==> config.mk <==
export PLATFORM = sky130hd
export DESIGN_NAME = ascii_command_alu
export DESIGN_NICKNAME = d
export VERILOG_FILES = /design/src/rtl/aca_pkg.sv /design/src/rtl/ascii_command_alu.sv /design/src/rtl/aca_alu.sv
export SDC_FILE = /design/constraint.sdc
export NUM_CORES = 1
export LEC_CHECK = 0
export ABC_AREA = 1
export BUFFER_PORTS_ARGS = -buffer_cell sky130_fd_sc_hd__buf_2
export CAP_MARGIN = 0
export CELL_PAD_IN_SITES_DETAIL_PLACEMENT = 1
export CELL_PAD_IN_SITES_GLOBAL_PLACEMENT = 2
export CORE_ASPECT_RATIO = 1.4
export CORE_MARGIN = 2
export CORE_UTILIZATION = 35
export CTS_BUF_LIST = sky130_fd_sc_hd__clkbuf_4 sky130_fd_sc_hd__clkbuf_8
export DETAILED_ROUTE_END_ITERATION = 7
export HOLD_SLACK_MARGIN = 0.1
export PLACE_DENSITY = 0.82
export SYNTH_ARGS = -nofsm -noshare
export SYNTH_HDL_FRONTEND = slang
export SYNTH_HIERARCHICAL = 1
export SYNTH_SLANG_ARGS = --single-unit
==> constraint.sdc <==
create_clock -name clk -period 7.6 [get_ports clk]
set_input_delay 0.38 -clock clk [delete_from_list [all_inputs] [get_ports clk]]
set_output_delay 0.38 -clock clk [all_outputs]
set_load 0.02 [all_outputs]
==> src/rtl/aca_pkg.sv <==
// ----------------------------------------------------------------------------
// aca_pkg
// Types and constants shared by the ASCII command calculator.
// ----------------------------------------------------------------------------
package aca_pkg;

  // Decoded operation
  typedef enum logic [1:0] {
    OP_ADD = 2'd0,
    OP_SUB = 2'd1,
    OP_MUL = 2'd2,
    OP_DIV = 2'd3
  } op_t;

  // Line status
  typedef enum logic [2:0] {
    ST_OK        = 3'd0,
    ST_EMPTY     = 3'd1,
    ST_MISSING   = 3'd2,
    ST_BAD_MNEM  = 3'd3,
    ST_BAD_DIGIT = 3'd4,
    ST_DIV_ZERO  = 3'd5
  } status_t;

  // Character codes
  localparam logic [7:0] CHAR_NL    = 8'd10;
  localparam logic [7:0] CHAR_SPACE = 8'h20;
  localparam logic [7:0] CHAR_ZERO  = 8'h30;
  localparam logic [7:0] CHAR_NINE  = 8'h39;

  // Packed mnemonics, first byte in the top
  localparam logic [23:0] MNEM_ADD = 24'h414444;
  localparam logic [23:0] MNEM_SUB = 24'h535542;
  localparam logic [23:0] MNEM_MUL = 24'h4D554C;
  localparam logic [23:0] MNEM_DIV = 24'h444956;

  // Data width and iteration count of the shared unit
  localparam int DATA_W    = 32;
  localparam int ALU_STEPS = DATA_W;
  localparam int STEP_W    = $clog2(ALU_STEPS);

  // Request into the shared unit
  typedef struct packed {
    logic start;
    op_t  op;
  } alu_req_t;

  // Response from the shared unit
  typedef struct packed {
    logic              done;
    logic [DATA_W-1:0] value;
  } alu_rsp_t;

endpackage

==> src/rtl/ascii_command_alu.sv <==
// ----------------------------------------------------------------------------
// ascii_command_alu
// Line-oriented ASCII calculator: parses "OP A B" lines and answers each
// newline up to the first error with a status, the decoded operation and a 32-bit result.
// ----------------------------------------------------------------------------
// An ordinary character never stalls the input. A newline stalls the input
// until its result is loaded into the output register. An error line goes
// there directly; a good line first runs on the shared 33-bit adder, MUL and
// DIV for its 32 shift-add or restoring-divide steps. A finished result waits
// in the output register while the next line's characters are taken. After
// any error status every further byte is accepted and dropped until reset.
module ascii_command_alu (
  input  logic               clk,
  input  logic               rst_n,
  input  logic               in_valid,
  output logic               in_stall,
  input  logic [7:0]         in_char_in,
  output logic               out_valid,
  input  logic               out_stall,
  output logic [2:0]         out_status,
  output logic [1:0]         out_opcode,
  output logic signed [31:0] out_value
);

  typedef enum logic [1:0] {
    S_IDLE,
    S_RUN,
    S_OUT
  } state_t;

  state_t                     state_r;
  logic                       halted_r;
  logic [1:0]                 phase_r;
  logic                       has_chars_r;
  logic [23:0]                mnem_r;
  logic [2:0]                 mnem_len_r;
  logic [aca_pkg::DATA_W-1:0] first_r;
  logic [aca_pkg::DATA_W-1:0] second_r;
  logic                       bad_digit_r;
  aca_pkg::status_t           stat_r;
  aca_pkg::op_t               op_r;
  logic [aca_pkg::DATA_W-1:0] val_r;

  logic                       out_valid_r;
  logic [2:0]                 out_status_r;
  logic [1:0]                 out_opcode_r;
  logic [aca_pkg::DATA_W-1:0] out_value_r;

  logic                       in_beat;
  logic                       is_nl;
  logic                       is_space;
  logic                       is_digit;
  logic                       op_ok;
  aca_pkg::op_t               op_c;
  aca_pkg::status_t           stat_c;
  logic [aca_pkg::DATA_W-1:0] acc_src;
  logic [aca_pkg::DATA_W-1:0] acc_nxt;
  logic                       out_free;
  aca_pkg::alu_req_t          alu_req;
  aca_pkg::alu_rsp_t          alu_rsp;

  assign in_stall = (state_r != S_IDLE);
  assign in_beat  = in_valid && !in_stall;
  assign out_free = !out_valid_r || !out_stall;

  assign is_nl    = (in_char_in == aca_pkg::CHAR_NL);
  assign is_space = (in_char_in == aca_pkg::CHAR_SPACE);
  assign is_digit = (in_char_in >= aca_pkg::CHAR_ZERO) && (in_char_in <= aca_pkg::CHAR_NINE);

  // Decode the mnemonic
  always_comb begin
    op_ok = (mnem_len_r == 3'd3);
    op_c  = aca_pkg::OP_ADD;
    if (mnem_r == aca_pkg::MNEM_SUB) begin
      op_c = aca_pkg::OP_SUB;
    end else if (mnem_r == aca_pkg::MNEM_MUL) begin
      op_c = aca_pkg::OP_MUL;
    end else if (mnem_r == aca_pkg::MNEM_DIV) begin
      op_c = aca_pkg::OP_DIV;
    end else if (mnem_r != aca_pkg::MNEM_ADD) begin
      op_ok = 1'b0;
    end
    if (!op_ok) begin
      op_c = aca_pkg::OP_ADD;
    end
  end

  // Rank the line errors
  always_comb begin
    if (!has_chars_r) begin
      stat_c = aca_pkg::ST_EMPTY;
    end else if (!op_ok) begin
      stat_c = aca_pkg::ST_BAD_MNEM;
    end else if (phase_r < 2'd2) begin
      stat_c = aca_pkg::ST_MISSING;
    end else if (bad_digit_r) begin
      stat_c = aca_pkg::ST_BAD_DIGIT;
    end else if (op_c == aca_pkg::OP_DIV && second_r == '0) begin
      stat_c = aca_pkg::ST_DIV_ZERO;
    end else begin
      stat_c = aca_pkg::ST_OK;
    end
  end

  // Decimal accumulate: x*10 + digit
  assign acc_src = (phase_r == 2'd1) ? first_r : second_r;
  assign acc_nxt = {acc_src[aca_pkg::DATA_W-4:0], 3'b000}
                 + {acc_src[aca_pkg::DATA_W-2:0], 1'b0}
                 + {{(aca_pkg::DATA_W-4){1'b0}}, in_char_in[3:0]};

  // Launch the arithmetic for a good line
  assign alu_req.start = in_beat && !halted_r && is_nl && (stat_c == aca_pkg::ST_OK);
  assign alu_req.op    = op_c;

  aca_alu u_alu (
    .clk   (clk),
    .rst_n (rst_n),
    .req   (alu_req),
    .a     (first_r),
    .b     (second_r),
    .rsp   (alu_rsp)
  );

  // Sequence the line and hold the result beat
  always_ff @(posedge clk) begin
    if (!rst_n) begin
      state_r     <= S_IDLE;
      halted_r    <= 1'b0;
      phase_r     <= 2'd0;
      has_chars_r <= 1'b0;
      mnem_r      <= '0;
      mnem_len_r  <= '0;
      first_r     <= '0;
      second_r    <= '0;
      bad_digit_r <= 1'b0;
      stat_r      <= aca_pkg::ST_OK;
      op_r        <= aca_pkg::OP_ADD;
      out_valid_r <= 1'b0;
    end else begin
      // Load a new result beat, or drop the current one once taken
      if (state_r == S_OUT && out_free) begin
        out_valid_r <= 1'b1;
      end else if (out_valid_r && !out_stall) begin
        out_valid_r <= 1'b0;
      end
      case (state_r)
        S_IDLE: begin
          if (in_beat && !halted_r) begin
            if (is_nl) begin
              stat_r  <= stat_c;
              op_r    <= op_c;
              val_r   <= '0;
              state_r <= (stat_c == aca_pkg::ST_OK) ? S_RUN : S_OUT;
            end else begin
              has_chars_r <= 1'b1;
              if (is_space && phase_r < 2'd2) begin
                phase_r <= phase_r + 2'd1;
              end else if (phase_r == 2'd0) begin
                if (mnem_len_r < 3'd3) begin
                  mnem_r <= {mnem_r[15:0], in_char_in};
                end
                if (mnem_len_r < 3'd4) begin
                  mnem_len_r <= mnem_len_r + 3'd1;
                end
              end else if (is_digit) begin
                if (phase_r == 2'd1) begin
                  first_r <= acc_nxt;
                end else begin
                  second_r <= acc_nxt;
                end
              end else begin
                bad_digit_r <= 1'b1;
              end
            end
          end
        end
        S_RUN: begin
          if (alu_rsp.done) begin
            val_r   <= alu_rsp.value;
            state_r <= S_OUT;
          end
        end
        S_OUT: begin
          if (out_free) begin
            out_status_r <= stat_r;
            out_opcode_r <= op_r;
            out_value_r  <= val_r;
            halted_r     <= (stat_r != aca_pkg::ST_OK);
            phase_r      <= 2'd0;
            has_chars_r  <= 1'b0;
            mnem_r       <= '0;
            mnem_len_r   <= '0;
            first_r      <= '0;
            second_r     <= '0;
            bad_digit_r  <= 1'b0;
            state_r      <= S_IDLE;
          end
        end
        default: begin
          state_r <= S_IDLE;
        end
      endcase
    end
  end

  assign out_valid  = out_valid_r;
  assign out_status = out_status_r;
  assign out_opcode = out_opcode_r;
  assign out_value  = out_value_r;

endmodule

==> src/rtl/aca_alu.sv <==
// ----------------------------------------------------------------------------
// aca_alu
// Iterative arithmetic unit around one 33-bit adder: single-step add and
// subtract, 32-step shift-add multiply and 32-step restoring divide.
// ----------------------------------------------------------------------------
module aca_alu (
  input  logic                             clk,
  input  logic                             rst_n,
  input  aca_pkg::alu_req_t                req,
  input  logic [aca_pkg::DATA_W-1:0]       a,
  input  logic [aca_pkg::DATA_W-1:0]       b,
  output aca_pkg::alu_rsp_t                rsp
);

  logic [aca_pkg::DATA_W-1:0] a_r;    // multiplicand, or dividend/quotient
  logic [aca_pkg::DATA_W-1:0] b_r;    // multiplier, or divisor
  logic [aca_pkg::DATA_W-1:0] acc_r;  // product, or partial remainder
  logic [aca_pkg::DATA_W-1:0] res_r;
  logic [aca_pkg::STEP_W-1:0] cnt_r;
  aca_pkg::op_t               op_r;
  logic                       busy_r;
  logic                       done_r;

  logic [aca_pkg::DATA_W:0]   add_x;
  logic [aca_pkg::DATA_W:0]   add_y;
  logic                       add_sub;
  logic [aca_pkg::DATA_W:0]   sum;
  logic                       last_step;
  logic                       quo_bit;

  // Steer the shared adder
  always_comb begin
    add_x   = {1'b0, a_r};
    add_y   = {1'b0, b_r};
    add_sub = 1'b0;
    case (op_r)
      aca_pkg::OP_ADD: begin
        add_sub = 1'b0;
      end
      aca_pkg::OP_SUB: begin
        add_sub = 1'b1;
      end
      aca_pkg::OP_MUL: begin
        add_x = {1'b0, acc_r};
        add_y = {1'b0, a_r};
      end
      aca_pkg::OP_DIV: begin
        add_x   = {acc_r, a_r[aca_pkg::DATA_W-1]};
        add_y   = {1'b0, b_r};
        add_sub = 1'b1;
      end
      default: begin
        add_sub = 1'b0;
      end
    endcase
  end

  assign sum = add_x + (add_y ^ {(aca_pkg::DATA_W+1){add_sub}})
             + {{aca_pkg::DATA_W{1'b0}}, add_sub};

  assign last_step = (cnt_r == aca_pkg::STEP_W'(aca_pkg::ALU_STEPS - 1));
  // trial subtraction fits when the sign of the difference is clear
  assign quo_bit   = ~sum[aca_pkg::DATA_W];

  // Sequence the iterations
  always_ff @(posedge clk) begin
    if (!rst_n) begin
      busy_r <= 1'b0;
      done_r <= 1'b0;
      cnt_r  <= '0;
      op_r   <= aca_pkg::OP_ADD;
    end else begin
      done_r <= 1'b0;
      if (req.start) begin
        a_r    <= a;
        b_r    <= b;
        acc_r  <= '0;
        cnt_r  <= '0;
        op_r   <= req.op;
        busy_r <= 1'b1;
      end else if (busy_r) begin
        case (op_r)
          aca_pkg::OP_ADD, aca_pkg::OP_SUB: begin
            res_r  <= sum[aca_pkg::DATA_W-1:0];
            done_r <= 1'b1;
            busy_r <= 1'b0;
          end
          aca_pkg::OP_MUL: begin
            if (b_r[0]) begin
              acc_r <= sum[aca_pkg::DATA_W-1:0];
            end
            a_r   <= {a_r[aca_pkg::DATA_W-2:0], 1'b0};
            b_r   <= {1'b0, b_r[aca_pkg::DATA_W-1:1]};
            cnt_r <= cnt_r + 1'b1;
            if (last_step) begin
              res_r  <= b_r[0] ? sum[aca_pkg::DATA_W-1:0] : acc_r;
              done_r <= 1'b1;
              busy_r <= 1'b0;
            end
          end
          aca_pkg::OP_DIV: begin
            acc_r <= quo_bit ? sum[aca_pkg::DATA_W-1:0] : add_x[aca_pkg::DATA_W-1:0];
            a_r   <= {a_r[aca_pkg::DATA_W-2:0], quo_bit};
            cnt_r <= cnt_r + 1'b1;
            if (last_step) begin
              res_r  <= {a_r[aca_pkg::DATA_W-2:0], quo_bit};
              done_r <= 1'b1;
              busy_r <= 1'b0;
            end
          end
          default: begin
            busy_r <= 1'b0;
          end
        endcase
      end
    end
  end

  assign rsp.done  = done_r;
  assign rsp.value = res_r;

endmodule

### After elaboration in Yosys (flattened, before gate mapping)

Cells that the tools add are included.

| word-level totals | value |
|---|---|
| output and inout port bits | 39 |
| register bits | 310 |
| word-level logic and storage cells | 212 |
| input bits | 12 |

| cells by class | value |
|---|---|
| bitwise operators | 5 |
| eq/ne operators | 32 |
| mux-type cells | 91 |
| $lt $le $gt $ge | 5 |
| $add $sub $neg | 7 |
| reduce and logical (&&, ||, !) cells | 48 |

Operators with widths:

| kind | count |
|---|---|
| $mux W32 | 27 |
| $pmux W32 S2 | 5 |
| $mux W24 | 6 |
| $pmux W32 S3 | 1 |
| $eq A24 B23 Y1 const B | 3 |
| $pmux W33 S2 | 1 |
| $pmux W24 S2 | 1 |
| $add A33 B1 Y33 | 1 |
| $add A33 B33 Y33 | 1 |
| $mux W3 | 11 |
| $xor A32 B33 Y33 | 1 |
| $add A32 B32 Y32 | 1 |
| $add A32 B4 Y32 | 1 |
| $logic_not A32 Y1 | 1 |
| $mux W31 | 1 |
| $ne A2 B2 Y1 const B | 14 |
| $mux W2 | 12 |
| $ne A24 B23 Y1 const B | 1 |
| $reduce_and A7 Y1 | 3 |
| $mux W1 | 19 |
| $reduce_and A8 Y1 | 2 |
| $reduce_and A5 Y1 | 3 |
| $reduce_and A3 Y1 | 4 |
| $reduce_bool A2 Y1 | 6 |
| other kinds (30) | 62 |

### Logic depth before layout (Yosys ltp)

Gate-level depths: netlist of run 1.

| logic depth | value |
|---|---|
| word-level depth | 18 |
| gate-level depth with buffers | 25 |

### Modules after synthesis

Netlist of run 1, hierarchy kept.

Modules (own cells, without submodules):

| module | cells an instance | instances | seq. area each (µm²) | area each (µm²) |
|---|---|---|---|---|
| aca_alu | 1305 | 1 | 4023.9 | 9835.7 |
| ascii_command_alu | 1256 | 1 | 4154.0 | 9559.2 |

### Worst setup path before layout of run 1

No wires, ideal clock.

| timing | value |
|---|---|
| path type | input-to-reg |
| start point | in in_char_in[7] |
| end point | reg u_alu/b_r[0] (netlist bit) (enable) |
| path buffers | 0 |
| stages on the path | 10 |
| arrival | 6.987 ns |
| data required time | 7.168 ns |
| slack | 0.181 ns |
| cells stage by stage | or2_4 nor3_4 nand2_2 nor2_2 nand3_1 nor4_1 inv_2 a21oi_1 inv_1 a21oi_1 |

RTL lines:

| item | line | source |
|---|---|---|
| from (decl) | ascii_command_alu.sv:17 | `input logic [7:0] in_char_in,` |
| to (signal assigned) | aca_alu.sv:93 | `b_r <= {1'b0, b_r[aca_pkg::DATA_W-1:1]};` |
| to (decl) | aca_alu.sv:16 | `logic [aca_pkg::DATA_W-1:0] b_r;` |

### Worst setup path in the final report of run 1

| timing | value |
|---|---|
| start point | reg u_alu.op_r[1] |
| end point | reg u_alu/acc_r[25] (netlist bit) (data pin) |

| between the ends | value |
|---|---|
| longest elaborated chain between the ends | 9 |
| elaborated cells between the ends (all ways) | 14 |

Ends and longest elaborated chain:

| item | line | source |
|---|---|---|
| from (decl) | aca_alu.sv:20 | `aca_pkg::op_t op_r;` |
| from (signal assigned) | aca_alu.sv:71 | `op_r <= aca_pkg::OP_ADD;` |
| from (signal assigned) | aca_alu.sv:79 | `op_r <= req.op;` |
| $eq A2 B1 Y1 / $eq A2 B2 Y1 (equally long branches) | aca_alu.sv:36, aca_alu.sv:82 |  |
| $reduce_or A2 Y1 (no line) | n/a |  |
| $mux W1 | aca_alu.sv:36 | `case (op_r)` |
| $xor A32 B33 Y33 | aca_alu.sv:58 | `assign sum = add_x + (add_y ^ {(aca_pkg::DATA_W+1){add_sub}})` |
| $add A33 B33 Y33 | aca_alu.sv:58 |  |
| $add A33 B1 Y33 | aca_alu.sv:59 | `+ {{aca_pkg::DATA_W{1'b0}}, add_sub};` |
| $mux W32 (on tied branches) | aca_alu.sv:102, aca_alu.sv:89 |  |
| $pmux W32 S2 * | aca_alu.sv:82 | `case (op_r)` |
| $mux W32 * | aca_alu.sv:81 | `end else if (busy_r) begin` |
| to (signal assigned) | aca_alu.sv:90 | `acc_r <= sum[aca_pkg::DATA_W-1:0];` |
| to (signal assigned) | aca_alu.sv:102 | `acc_r <= quo_bit ? sum[aca_pkg::DATA_W-1:0] : add_x[aca_pkg::DATA_W-1:0];` |
| to (decl) | aca_alu.sv:17 | `logic [aca_pkg::DATA_W-1:0] acc_r;` |

Every way passes the cells marked *; elsewhere a longest branch is shown, timed or not. The select of a mux whose other input is x is not followed.
A chain may end at the register's enable or synchronous reset.

==> reports/results.ini, run 1 <==
[timing]
setup_viol = 0
finalClockSkew_ns = 0.0530
drv_slew = 0
rsz0062_at_grt = false
finalCritPeriodShare = 0.669
hold_viol = 0
max_slew_margin = 0.258
timing.fmax_mhz = 197
worst_slew_pin_slew_ns = 1.11
fin_ws_ns = 2.52
period_needed_ns = 5.08
tns_ns = 0

[critical_path]
start_kind = flip-flop
cp_slowest_cell = buf_4
critPathBufInv = 3
cp.required_ns = 7.93
path_common_cell = nand2_1
cp-end-kind = flip-flop
cp_data_arrival_time_ns = 5.41
crit_family = simple AND/OR/NAND/NOR gates
setup.worst_path.class = reg2reg
cp_max_fo = 48
crit_chain = buf_4 > nand2_8 > inv_1 > buf_4 > a21oi_1 > fa_1 > nand2_1 > nand2_1 > o21ai_2 > o21ai_2 > nand2_1 > nand2_2 > nand3_1 > nand2_1 > nand2_1 > nand2_2 > or2_2 > nand3_1 > a21oi_1
max_stage_delay_ns = 0.54

[placement]
hpwl_microns = 46300
pre_cts_ws_ns = 2.60
port_buffers = 50
place_area_sq_um = 20200
place_congestion = 0.921

[clock_tree]
root_buffer = clkbuf_8
clockBufferDepth = 3
htreeDepth = 2
clk_latency_ns = 0.66
cts_resized = 0
cts_tree = built
clkSlewWorstSetupHoldPaths_ns = 0.06
clock-sinks = 310
cts_buffers = 52

[logic_synthesis]
synth-adder-area-share = 0.0644
ys_types = 56
syn_avg_cell_area_sq_um = 7.57
synth-seq-cells = 310
ys_warn_count = 6
syn_nets = 2671
synth-simple-area-share = 0.241
syn_inst = 2561
synth-edff-count = 197
synthArstFlopShare = 0
synth-seq-area-share = 0.422
synth_top_family_by_area = simple AND/OR/NAND/NOR gates
syn_area_sq_um = 19400
synth_compound_area_frac = 0.178
synthXorXnorAreaFrac = 0.0121
synthFlopType = edfxtp_1
synthMuxAreaShare = 0

[pwr]
max-vdd-ir-drop_mv = 0.118
power_leakage_nw = 9.07
power-per-cell-area_nw_per_um2 = 165

[drt]
firstDrtPassIters = 5
drc_errors = 0
wl_per_cell_microns = 18.7
drt_iter0_drc = 926
wl_microns = 62500
vias = 17600
vias_per_cell = 5.26
ant_nets = 0

[finish]
fin_nets = 2690
layout_commonest_cell = nand2_1
fillers = 6807
drive_gt1_frac = 0.0866
final_area_sq_um = 21400
final_cell_mix = nand2_1, inv_1, nor2_1
area_growth_pct = 10.6

[floorplanning]
fp.dieW_microns = 203
die_h_microns = 283
ios = 51
coreArea_sq_um = 55000
die_area_sq_um = 57300
row_count = 102
start_util = 0.353

[min_path]
hold_path_class = in2reg

[global_route]
grt_overflow = 0
grt_pass1_vias = 18200
grt_max_degree = 94
track_usage = 0.218
antenna_found_initial = 1
grt_pass1_wl_microns = 99900

[run_status]
outcome = finished clean

[run]
drv_cap = 0

-- final timing paths --
path,start,endpoint,slack (ns),depth (start not counted)
setup / recovery,u_alu/op_r[1]$_SDFFE_PN0P_,u_alu/acc_r[25]$_SDFFCE_PP0P_,2.52,19
hold / removal,in_valid,op_r[0]$_SDFFE_PN0P_,0.23,4
setup reg to reg,u_alu/op_r[1]$_SDFFE_PN0P_,u_alu/acc_r[25]$_SDFFCE_PP0P_,2.52,19
hold reg to reg,val_r[28]$_SDFFCE_PN0P_,out_value[28]$_DFFE_PP_,0.42,0
-- Yosys cell counts (9+ instances only) --
library cell,n,area share
inv_1,267,0.052
nand2_1,608,0.12
o22ai_1,31,0.010
nand3_1,141,0.036
ha_1,95,0.061
xor2_1,17,0.0077
buf_1,20,0.0039
nand4_1,19,0.0061
nand2_2,14,0.0045
dfxtp_1,113,0.12
o211ai_1,30,0.012
a21oi_1,257,0.066
o21ai_0,205,0.053
buf_6,13,0.0075
a211oi_1,31,0.012
a21o_1,16,0.0062
clkbuf_1,67,0.013
edfxtp_1,197,0.31
nor3_1,23,0.0059
buf_2,9,0.0023
nor2_1,266,0.051
o21ai_1,16,0.0041
-- worst register-to-register path, cell delays in order, from the launching register on --
cell and delay (ns):
dfxtp_2 0.45, buf_4 0.52, nand2_8 0.33, inv_1 0.13, buf_4 0.54, a21oi_1 0.24, fa_1 0.47, nand2_1 0.09
nand2_1 0.06, o21ai_2 0.11, o21ai_2 0.14, nand2_1 0.09, nand2_2 0.10, nand3_1 0.14, nand2_1 0.09, nand2_1 0.09
nand2_2 0.50, or2_2 0.52, nand3_1 0.09, a21oi_1 0.07
-- per-stage QoR --
step	instances	hold WS, ns	utilization	total power [mW]
2_1_floorplan	2561	0.400	-	1.88
3_5_place_dp	3246	0.406	0.367	1.90
4_1_cts	3349	0.177	0.390	3.58
6_report	3350	0.234	0.390	3.53
5_1_grt	3350	0.233	0.390	3.66
3_3_place_gp	3246	0.401	0.367	1.90
-- final cells by class --
class                   instances  area [sq um]  area share
diodes                          1          2.50    0.000117
clock buffers                  81           996      0.0464
clock inverters                14           156     0.00729
inverters                     278          1060      0.0492
multi-input cells            1859          9650       0.450
flip-flops and latches        310          8180       0.381
well taps                     728           911      0.0425
repair buffers                 79           488      0.0228
-- registers in the layout, indices dropped and copies added (netlist names), 2 cells and up --
| name | flops |
|---|---|
| out_opcode | 2 |
| first_r | 32 |
| u_alu/b_r | 32 |
| mnem_len_r | 3 |
| second_r | 32 |
| out_status | 3 |
| val_r | 32 |
| u_alu/res_r | 32 |
| u_alu/acc_r | 32 |
| stat_r | 3 |
| u_alu/cnt_r | 5 |
| out_value | 32 |
| phase_r | 2 |
| op_r | 2 |
| state_r | 2 |
| u_alu/op_r | 2 |
| u_alu/a_r | 32 |
| mnem_r | 24 |
-- kinds of logic (layout without fill, tap and decap cells) --
logic type	count (synthesis)	after routing
and+or+nand+nor	1113	1113
AOI/OAI and AO/OA	622	622
buffers and inverters	392	452
DFF	310	310
adders and majority gates	98	98
xor gates and xnor gates	26	26
other	0	1
-- power by group --
group	switching [mW]	internal (mW)
Sequential	0.0101	1.78
Combinational	0.0557	0.0259
Clock	0.721	0.936
Total	0.787	2.74
-- repair_timing --
| action | CTS | global route |
|---|---|---|
| hold buffers | 8 | 0 |
| endpoints found under the hold margin | 8 | 0 |
| endpoints found under the setup margin | 0 | 0 |
| setup buffers | 0 | 0 |
-- routing by layer --
layer	share of wire	track usage
met2	0.51	0.398
met5	0	0
met4	0.030	0.0747
met3	0.029	0.0219
met1	0.43	0.267
Power figures use the tool's default switching activity.
==> run 2, diff against run 1 <==
ABC_AREA = 0   (was 1)
CORE_UTILIZATION = 38   (was 35)
clock period = 4.15 ns   (was 7.6 ns; I/O delays follow)
==> reports/results.ini, run 2 <==
[logic_synthesis]
synth-seq-area-share = 0.428  ; was 0.422
ys_types = 83  ; was 56
yosys.area.top_type = edfxtp_1  ; unchanged
ys_warn_count = 6  ; unchanged
syn_avg_cell_area_sq_um = 9.68  ; was 7.57 sq um
synth_top_cells_by_count = edfxtp_1, a21oi_1, nand2_1  ; was nand2_1, inv_1, nor2_1
synth-edff-count = 197  ; unchanged
synthFlopType = edfxtp_1  ; unchanged
synthArstFlopShare = 0  ; unchanged
syn_inst = 1975  ; was 2,561
synth_top_cell_area_share = 0.309  ; was 0.305
syn_nets = 2085  ; was 2,671
synth_area_leaders = edfxtp_1, dfxtp_1, ha_1, mux2_2, a21oi_1  ; was edfxtp_1, nand2_1, dfxtp_1, a21oi_1, ha_1
synth-seq-cells = 310  ; unchanged
syn_area_sq_um = 19100  ; was 19,400 sq um
synth.most_common_cell = edfxtp_1  ; was nand2_1

[pwr]
p_total_mw = 6.17  ; was 3.53 mW
p_seq_frac = 0.529  ; was 0.507
clock_power_share = 0.455  ; was 0.470
switching_share = 0.221  ; was 0.223
p_int_mw = 4.80  ; was 2.74 mW
switchingPower_mw = 1.36  ; was 0.787 mW
power-per-cell-area_nw_per_um2 = 281  ; was 165 nW/um^2
max-vdd-ir-drop_mv = 0.256  ; was 0.118 mV
power_leakage_nw = 8.02  ; was 9.07 nW
pwr-share-comb = 0.016  ; was 0.023

[global_route]
antenna_found_initial = 2  ; was 1
grt_pass1_wl_microns = 93600  ; was 99,900 microns
grt_overflow = 0  ; unchanged
grt_max_degree = 74  ; was 94
grt_pass1_vias = 17100  ; was 18,200
track_usage = 0.224  ; was 0.218

[clock_tree]
clk_latency_ns = 0.64  ; was 0.66 ns
cts_tree = built  ; unchanged
clkSlewWorstSetupHoldPaths_ns = 0.07  ; was 0.06 ns
clockBufferDepth = 3  ; unchanged
cts_buffers = 51  ; was 52
htreeDepth = 2  ; unchanged
clock-sinks = 310  ; unchanged
root_buffer = clkbuf_8  ; unchanged

[finish]
layout_commonest_cell = edfxtp_1  ; was nand2_1
instances_no_fill = 2755  ; was 3,350
fillers = 5614  ; was 6,807
final_cell_mix = edfxtp_1, a21oi_1, nand2_1  ; was nand2_1, inv_1, nor2_1
drive_gt1_frac = 0.190  ; was 0.0866
final_area_sq_um = 22000  ; was 21,400 sq um
area_growth_pct = 14.9  ; was 10.6%
fin_nets = 2181  ; was 2,690

[timing]
max_slew_margin = 0.243  ; was 0.258
finalCritPeriodShare = 0.966  ; was 0.669
hold_viol = 0  ; unchanged
finalClockSkew_ns = 0.0352  ; was 0.0530 ns
drv_slew = 0  ; unchanged
rsz0062_at_grt = false  ; unchanged
period_needed_ns = 4.01  ; was 5.08 ns
worst_slew_pin_slew_ns = 1.13  ; was 1.11 ns
timing.fmax_mhz = 249  ; was 197 MHz
setup_viol = 0  ; unchanged

[placement]
hpwl_microns = 43200  ; was 46,300 microns
place_congestion = 0.869  ; was 0.921
place_area_sq_um = 20600  ; was 20,200 sq um
port_buffers = 50  ; unchanged
dp_cells = 2636  ; was 3,246

[floorplanning]
die_h_microns = 269  ; was 283 microns
coreArea_sq_um = 49900  ; was 55,000 sq um
die_area_sq_um = 52100  ; was 57,300 sq um
row_count = 97  ; was 102
ios = 51  ; unchanged
start_util = 0.383  ; was 0.353
fp.dieW_microns = 194  ; was 203 microns

[critical_path]
cp_data_arrival_time_ns = 4.42  ; was 5.41 ns
setup.worst_path.class = reg2reg  ; unchanged
worstReg2RegEnd = u_alu/acc_r[19]$_SDFFCE_PP0P_  ; was u_alu/acc_r[25]$_SDFFCE_PP0P_
critPathLaunch = u_alu/b_r[1]$_DFFE_PP_  ; was u_alu/op_r[1]$_SDFFE_PN0P_
cp.required_ns = 4.56  ; was 7.93 ns
r2r_start = u_alu/b_r[1]$_DFFE_PP_  ; was u_alu/op_r[1]$_SDFFE_PN0P_
cp_max_fo = 14  ; was 48
reg2regPathDepth = 15  ; was 19
start_kind = flip-flop  ; unchanged
rrSetupSlack_ns = 0.14  ; was 2.52 ns
cp-end-kind = flip-flop  ; unchanged

[min_path]
hold_path_class = in2reg  ; unchanged
holdPathStages = 2  ; was 4
hp-start = rst_n  ; was in_valid
holdPathEnd = state_r[0]$_SDFFE_PN0P_  ; was op_r[0]$_SDFFE_PN0P_

[run_status]
outcome = finished clean  ; unchanged

[drt]
ant_nets = 0  ; unchanged
drt_iter0_drc = 822  ; was 926
drc_errors = 0  ; unchanged
firstDrtPassIters = 5  ; unchanged
vias_per_cell = 5.83  ; was 5.26
wl_microns = 60300  ; was 62,500 microns
vias = 16100  ; was 17,600
wl_per_cell_microns = 21.9  ; was 18.7 microns

[run]
drv_cap = 0  ; unchanged

==> run 2: layer usage <==
layer / GRT usage / part of all wire / up-vias
li1: - / - / 7617
met1: 0.256 / 0.40 / 7993
met2: 0.422 / 0.53 / 339
met3: 0.0319 / 0.039 / 112
met4: 0.0781 / 0.032 / 2
met5: 0 / 0.00020 / -
==> run 2: logic make-up after synthesis <==
kind of cell	count (synthesis)	share of synthesized area
simple gates	641	0.168
compound gates	568	0.200
buf+inv	163	0.0346
mux	145	0.0820
fa+ha+maj	98	0.0653
flops	310	0.428
xor+xnor	50	0.0229
==> run 2: through the flow <==
stage	hold WS (ns)	util	TNS (ns)	worst slack, ns
after floorplan	0.336	-	0	0.000364
after global placement	0.400	0.413	0	0.159
after detailed placement	0.406	0.413	-0.110	-0.0616
after CTS	0.110	0.436	0	0.0153
after global routing	0.160	0.440	0	0.00427
final	0.169	0.440	0	0.142
==> run 2: worst max path at each step <==
| stage | end | cells past startpoint | slack, ns |
|---|---|---|---|
| 3_3_place_gp | first_r[27]$_SDFFE_PN0P_ | 14 | 0.16 |
| 5_1_grt | u_alu/acc_r[19]$_SDFFCE_PP0P_ | 15 | 0.004 |
| 4_1_cts | u_alu/acc_r[23]$_SDFFCE_PP0P_ | 14 | 0.02 |
| 3_5_place_dp | first_r[27]$_SDFFE_PN0P_ | 13 | -0.06 |
| 2_1_floorplan | u_alu/acc_r[19]$_SDFFCE_PP0P_ | 17 | 0.0004 |
| 6_report | u_alu/acc_r[19]$_SDFFCE_PP0P_ | 15 | 0.14 |
==> run 2: cell type report <==
cell class | count | area, sq um | area share
clock inverters | 22 | 184 | 0.00837
multi-input cells | 1502 | 10400 | 0.473
flip-flops and latches | 310 | 8190 | 0.373
diodes | 2 | 5.00 | 0.000228
clock buffers | 70 | 851 | 0.0387
repair buffers | 178 | 1450 | 0.0659
well taps | 643 | 805 | 0.0366
inverters | 28 | 109 | 0.00496
==> run 2: power groups by stage <==
stage          logic [mW]  clock network (mW)  registers (mW)
4_1_cts            0.0987                2.91            3.26
5_1_grt             0.110                3.03            3.26
3_5_place_dp       0.0922                   0            3.33
6_report           0.0984                2.81            3.26
3_3_place_gp       0.0890                   0            3.33
2_1_floorplan      0.0626                   0            3.32
==> run 2: worst max-delay path, cell delays in order, from the launching register on <==
cell       delay, ns
edfxtp_1        0.41
nor2b_1         0.15
a211oi_1        0.28
a21oi_1         0.15
fa_1            0.51
a211oi_2        0.24
o211a_1         0.26
o21ai_4         0.10
a211oi_4        0.33
buf_4           0.18
a21o_1          0.18
a311oi_4        0.14
buf_12          0.19
buf_4           0.15
nor3b_1         0.13
a2111oi_1       0.36
==> run 2: what timing repair did <==
| action | CTS | global route |
|---|---|---|
| setup endpoints to repair | 7 | 38 |
| pin swaps | 1 | 7 |
| gates resized for setup | 4 | 13 |
| gates cloned | 0 | 4 |
| hold endpoints to repair | 13 | 0 |
| buffers inserted | 1 | 11 |
| hold buffers | 9 | 0 |
==> run 3, diff against run 2 <==
==> constraint.sdc (replaced) <==
create_clock -name clk -period 4.15 [get_ports clk]
set_input_delay 0.6225 -clock clk [delete_from_list [all_inputs] [get_ports clk]]
set_output_delay 0.6225 -clock clk [all_outputs]
set_load 0.02 [all_outputs]
==> reports/results.ini, run 3 (synthesis gave the netlist of run 2 again) <==
[floorplanning]
die_h_microns = 269  ; unchanged
row_count = 97  ; unchanged
ios = 51  ; unchanged
die_area_sq_um = 52100  ; unchanged
coreArea_sq_um = 49900  ; unchanged
start_util = 0.383  ; unchanged
fp.dieW_microns = 194  ; unchanged

[critical_path]
cp-end-kind = flip-flop  ; unchanged
crit_chain = buf_4 > clkbuf_16 > o211ai_1 > o21ai_0 > ha_2 > a21oi_2 > o21ai_0 > a221o_1 > a211oi_4 > a21o_1 > a311oi_4 > buf_12 > buf_4 > nor3b_1 > a2111oi_1  ; was nor2b_1 > a211oi_1 > a21oi_1 > fa_1 > a211oi_2 > o211a_1 > o21ai_4 > a211oi_4 > buf_4 > a21o_1 > a311oi_4 > buf_12 > buf_4 > nor3b_1 > a2111oi_1
cp_slowest_cell = a2111oi_1  ; was fa_1
worstReg2RegEnd = u_alu/acc_r[19]$_SDFFCE_PP0P_  ; unchanged
cp.required_ns = 4.52  ; was 4.56 ns
setup.worst_path.class = reg2reg  ; unchanged
r2r_start = u_alu/op_r[1]$_SDFFE_PN0P_  ; was u_alu/b_r[1]$_DFFE_PP_
max_stage_delay_ns = 0.44  ; was 0.51 ns
cp_max_fo = 25  ; was 14
cp_data_arrival_time_ns = 4.40  ; was 4.42 ns
start_kind = flip-flop  ; unchanged
rrSetupSlack_ns = 0.12  ; was 0.14 ns
reg2regPathDepth = 15  ; unchanged

[pwr]
switchingPower_mw = 1.40  ; was 1.36 mW
p_seq_frac = 0.502  ; was 0.529
p_int_mw = 5.10  ; was 4.80 mW
switching_share = 0.216  ; was 0.221
clock_power_share = 0.485  ; was 0.455
max-vdd-ir-drop_mv = 0.203  ; was 0.256 mV
pwr-share-comb = 0.014  ; was 0.016
power-per-cell-area_nw_per_um2 = 295  ; was 281 nW/um^2
power_leakage_nw = 8.02  ; about the same

[clock_tree]
clock-sinks = 310  ; unchanged
root_buffer = clkbuf_8  ; unchanged
htreeDepth = 2  ; unchanged
clkSlewWorstSetupHoldPaths_ns = 0.07  ; about the same
clockBufferDepth = 3  ; unchanged
clk_latency_ns = 0.64  ; about the same
cts_buffers = 52  ; was 51
cts_tree = built  ; unchanged
holdBufCountCts = 0  ; was 9

[global_route]
grt_pass1_wl_microns = 91700  ; was 93,600 microns
antenna_found_initial = 1  ; was 2
track_usage = 0.218  ; was 0.224
use_met2 = 0.399  ; was 0.422
grt_overflow = 0  ; unchanged
gr-usage-met3 = 0.0296  ; was 0.0319
grt_pass1_vias = 16700  ; was 17,100
busiest_layer = met2  ; unchanged
met1_usage = 0.254  ; was 0.256
grt_max_degree = 73  ; was 74

[timing]
finalCritPeriodShare = 0.970  ; was 0.966
max_slew_margin = 0.281  ; was 0.243
finalClockSkew_ns = 0.0267  ; was 0.0352 ns
drv_slew = 0  ; unchanged
worst_slew_pin_slew_ns = 1.07  ; was 1.13 ns
period_needed_ns = 4.03  ; was 4.01 ns
tns_ns = 0  ; unchanged
holdWs_ns = 0.262  ; was 0.169 ns
hold_viol = 0  ; unchanged
timing.fmax_mhz = 248  ; was 249 MHz
setup_viol = 0  ; unchanged

[drt]
drc_errors = 0  ; unchanged
firstDrtPassIters = 5  ; unchanged
vias_per_cell = 5.84  ; was 5.83
drt_iter0_drc = 775  ; was 822
wl_per_cell_microns = 21.6  ; was 21.9 microns
ant_nets = 0  ; unchanged
vias = 16000  ; was 16,100
wl_microns = 58900  ; was 60,300 microns

[min_path]
holdPathStages = 3  ; was 2
hp-start = in_char_in[6]  ; was rst_n
hold_path_class = in2reg  ; unchanged
holdPathEnd = mnem_r[6]$_SDFFE_PN0P_  ; was state_r[0]$_SDFFE_PN0P_

[finish]
final_core_util = 0.442  ; was 0.440
fin_nets = 2158  ; was 2,181
drive_gt1_frac = 0.194  ; was 0.190
layout_commonest_cell = edfxtp_1  ; unchanged
area_growth_pct = 15.3  ; was 14.9%
final_cell_mix = edfxtp_1, a21oi_1, nand2_1  ; unchanged

[placement]
port_buffers = 50  ; unchanged
place_congestion = 0.880  ; was 0.869
hpwl_microns = 42700  ; was 43,200 microns

[run]
drv_cap = 0  ; unchanged

[run_status]
outcome = finished clean  ; unchanged

[run 3: how the worst max path moves through the flow]
stage / from / endpoint / slack [ns] / cells after the start
floorplan: u_alu/op_r[1]$_SDFFE_PN0P_ / u_alu/acc_r[19]$_SDFFCE_PP0P_ / 0.0004 / 17
global placement: phase_r[0]$_SDFFE_PN0P_ / first_r[30]$_SDFFE_PN0P_ / 0.05 / 13
detailed placement: phase_r[0]$_SDFFE_PN0P_ / first_r[30]$_SDFFE_PN0P_ / -0.02 / 13
CTS: u_alu/op_r[0]$_SDFFE_PN0P_ / u_alu/acc_r[19]$_SDFFCE_PP0P_ / -0.002 / 14
global route: u_alu/op_r[1]$_SDFFE_PN0P_ / u_alu/acc_r[12]$_SDFFCE_PP0P_ / -0.02 / 17
finish: u_alu/op_r[1]$_SDFFE_PN0P_ / u_alu/acc_r[19]$_SDFFCE_PP0P_ / 0.12 / 15
[run 3: area by class of cell]
type,count,area (sq um)
sequential,310,8190
antenna,1,2.50
inverter,28,109
clock buffer,72,878
tap,643,805
fill,5577,27800
multi-input combinational,1502,10500
timing repair buffer,154,1270
clock inverter,25,312
[run 3: what timing repair did]
| action | in CTS | in global routing |
|---|---|---|
| resized for setup | 1 | 32 |
| pin swaps | 0 | 6 |
| cloned | 0 | 4 |
| setup buffers | 0 | 14 |
| setup endpoints to repair | 3 | 95 |
[run 3: critical path: cells and delay by family, from the launching register on]
kind,cells,cell delay (ns)
and+or+nand+nor,1,0.15
buffers and inverters,4,0.69
AOI/OAI and AO/OA,9,2.24
DFF,1,0.40
adders and majority gates,1,0.26
[run 3: per-layer routing]
metal  wire, microns  up-vias
li1                -     7579
met1           24100     7926
met2           30100      346
met3            2240      118
met4            2490        0
met5               0        -
[run 3: through the flow]
stage / power [mW] / cell area, sq um / setup slack [ns] / std cells
floorplan: 3.39 / 19100 / 0.000364 / 1975
global placement: 3.42 / 20500 / 0.0523 / 2619
detailed placement: 3.42 / 20500 / -0.0168 / 2619
CTS: 6.60 / 21700 / -0.00192 / 2716
global route: 6.73 / 22000 / -0.0237 / 2735
finish: 6.51 / 22000 / 0.123 / 2735
[run 3: power groups by stage]
stage	combinational (mW)	sequential, mW	clock [mW]
2_1_floorplan	0.0627	3.32	0
3_3_place_gp	0.0887	3.33	0
3_5_place_dp	0.0915	3.33	0
4_1_cts	0.0918	3.26	3.24
5_1_grt	0.102	3.26	3.36
6_report	0.0908	3.26	3.15
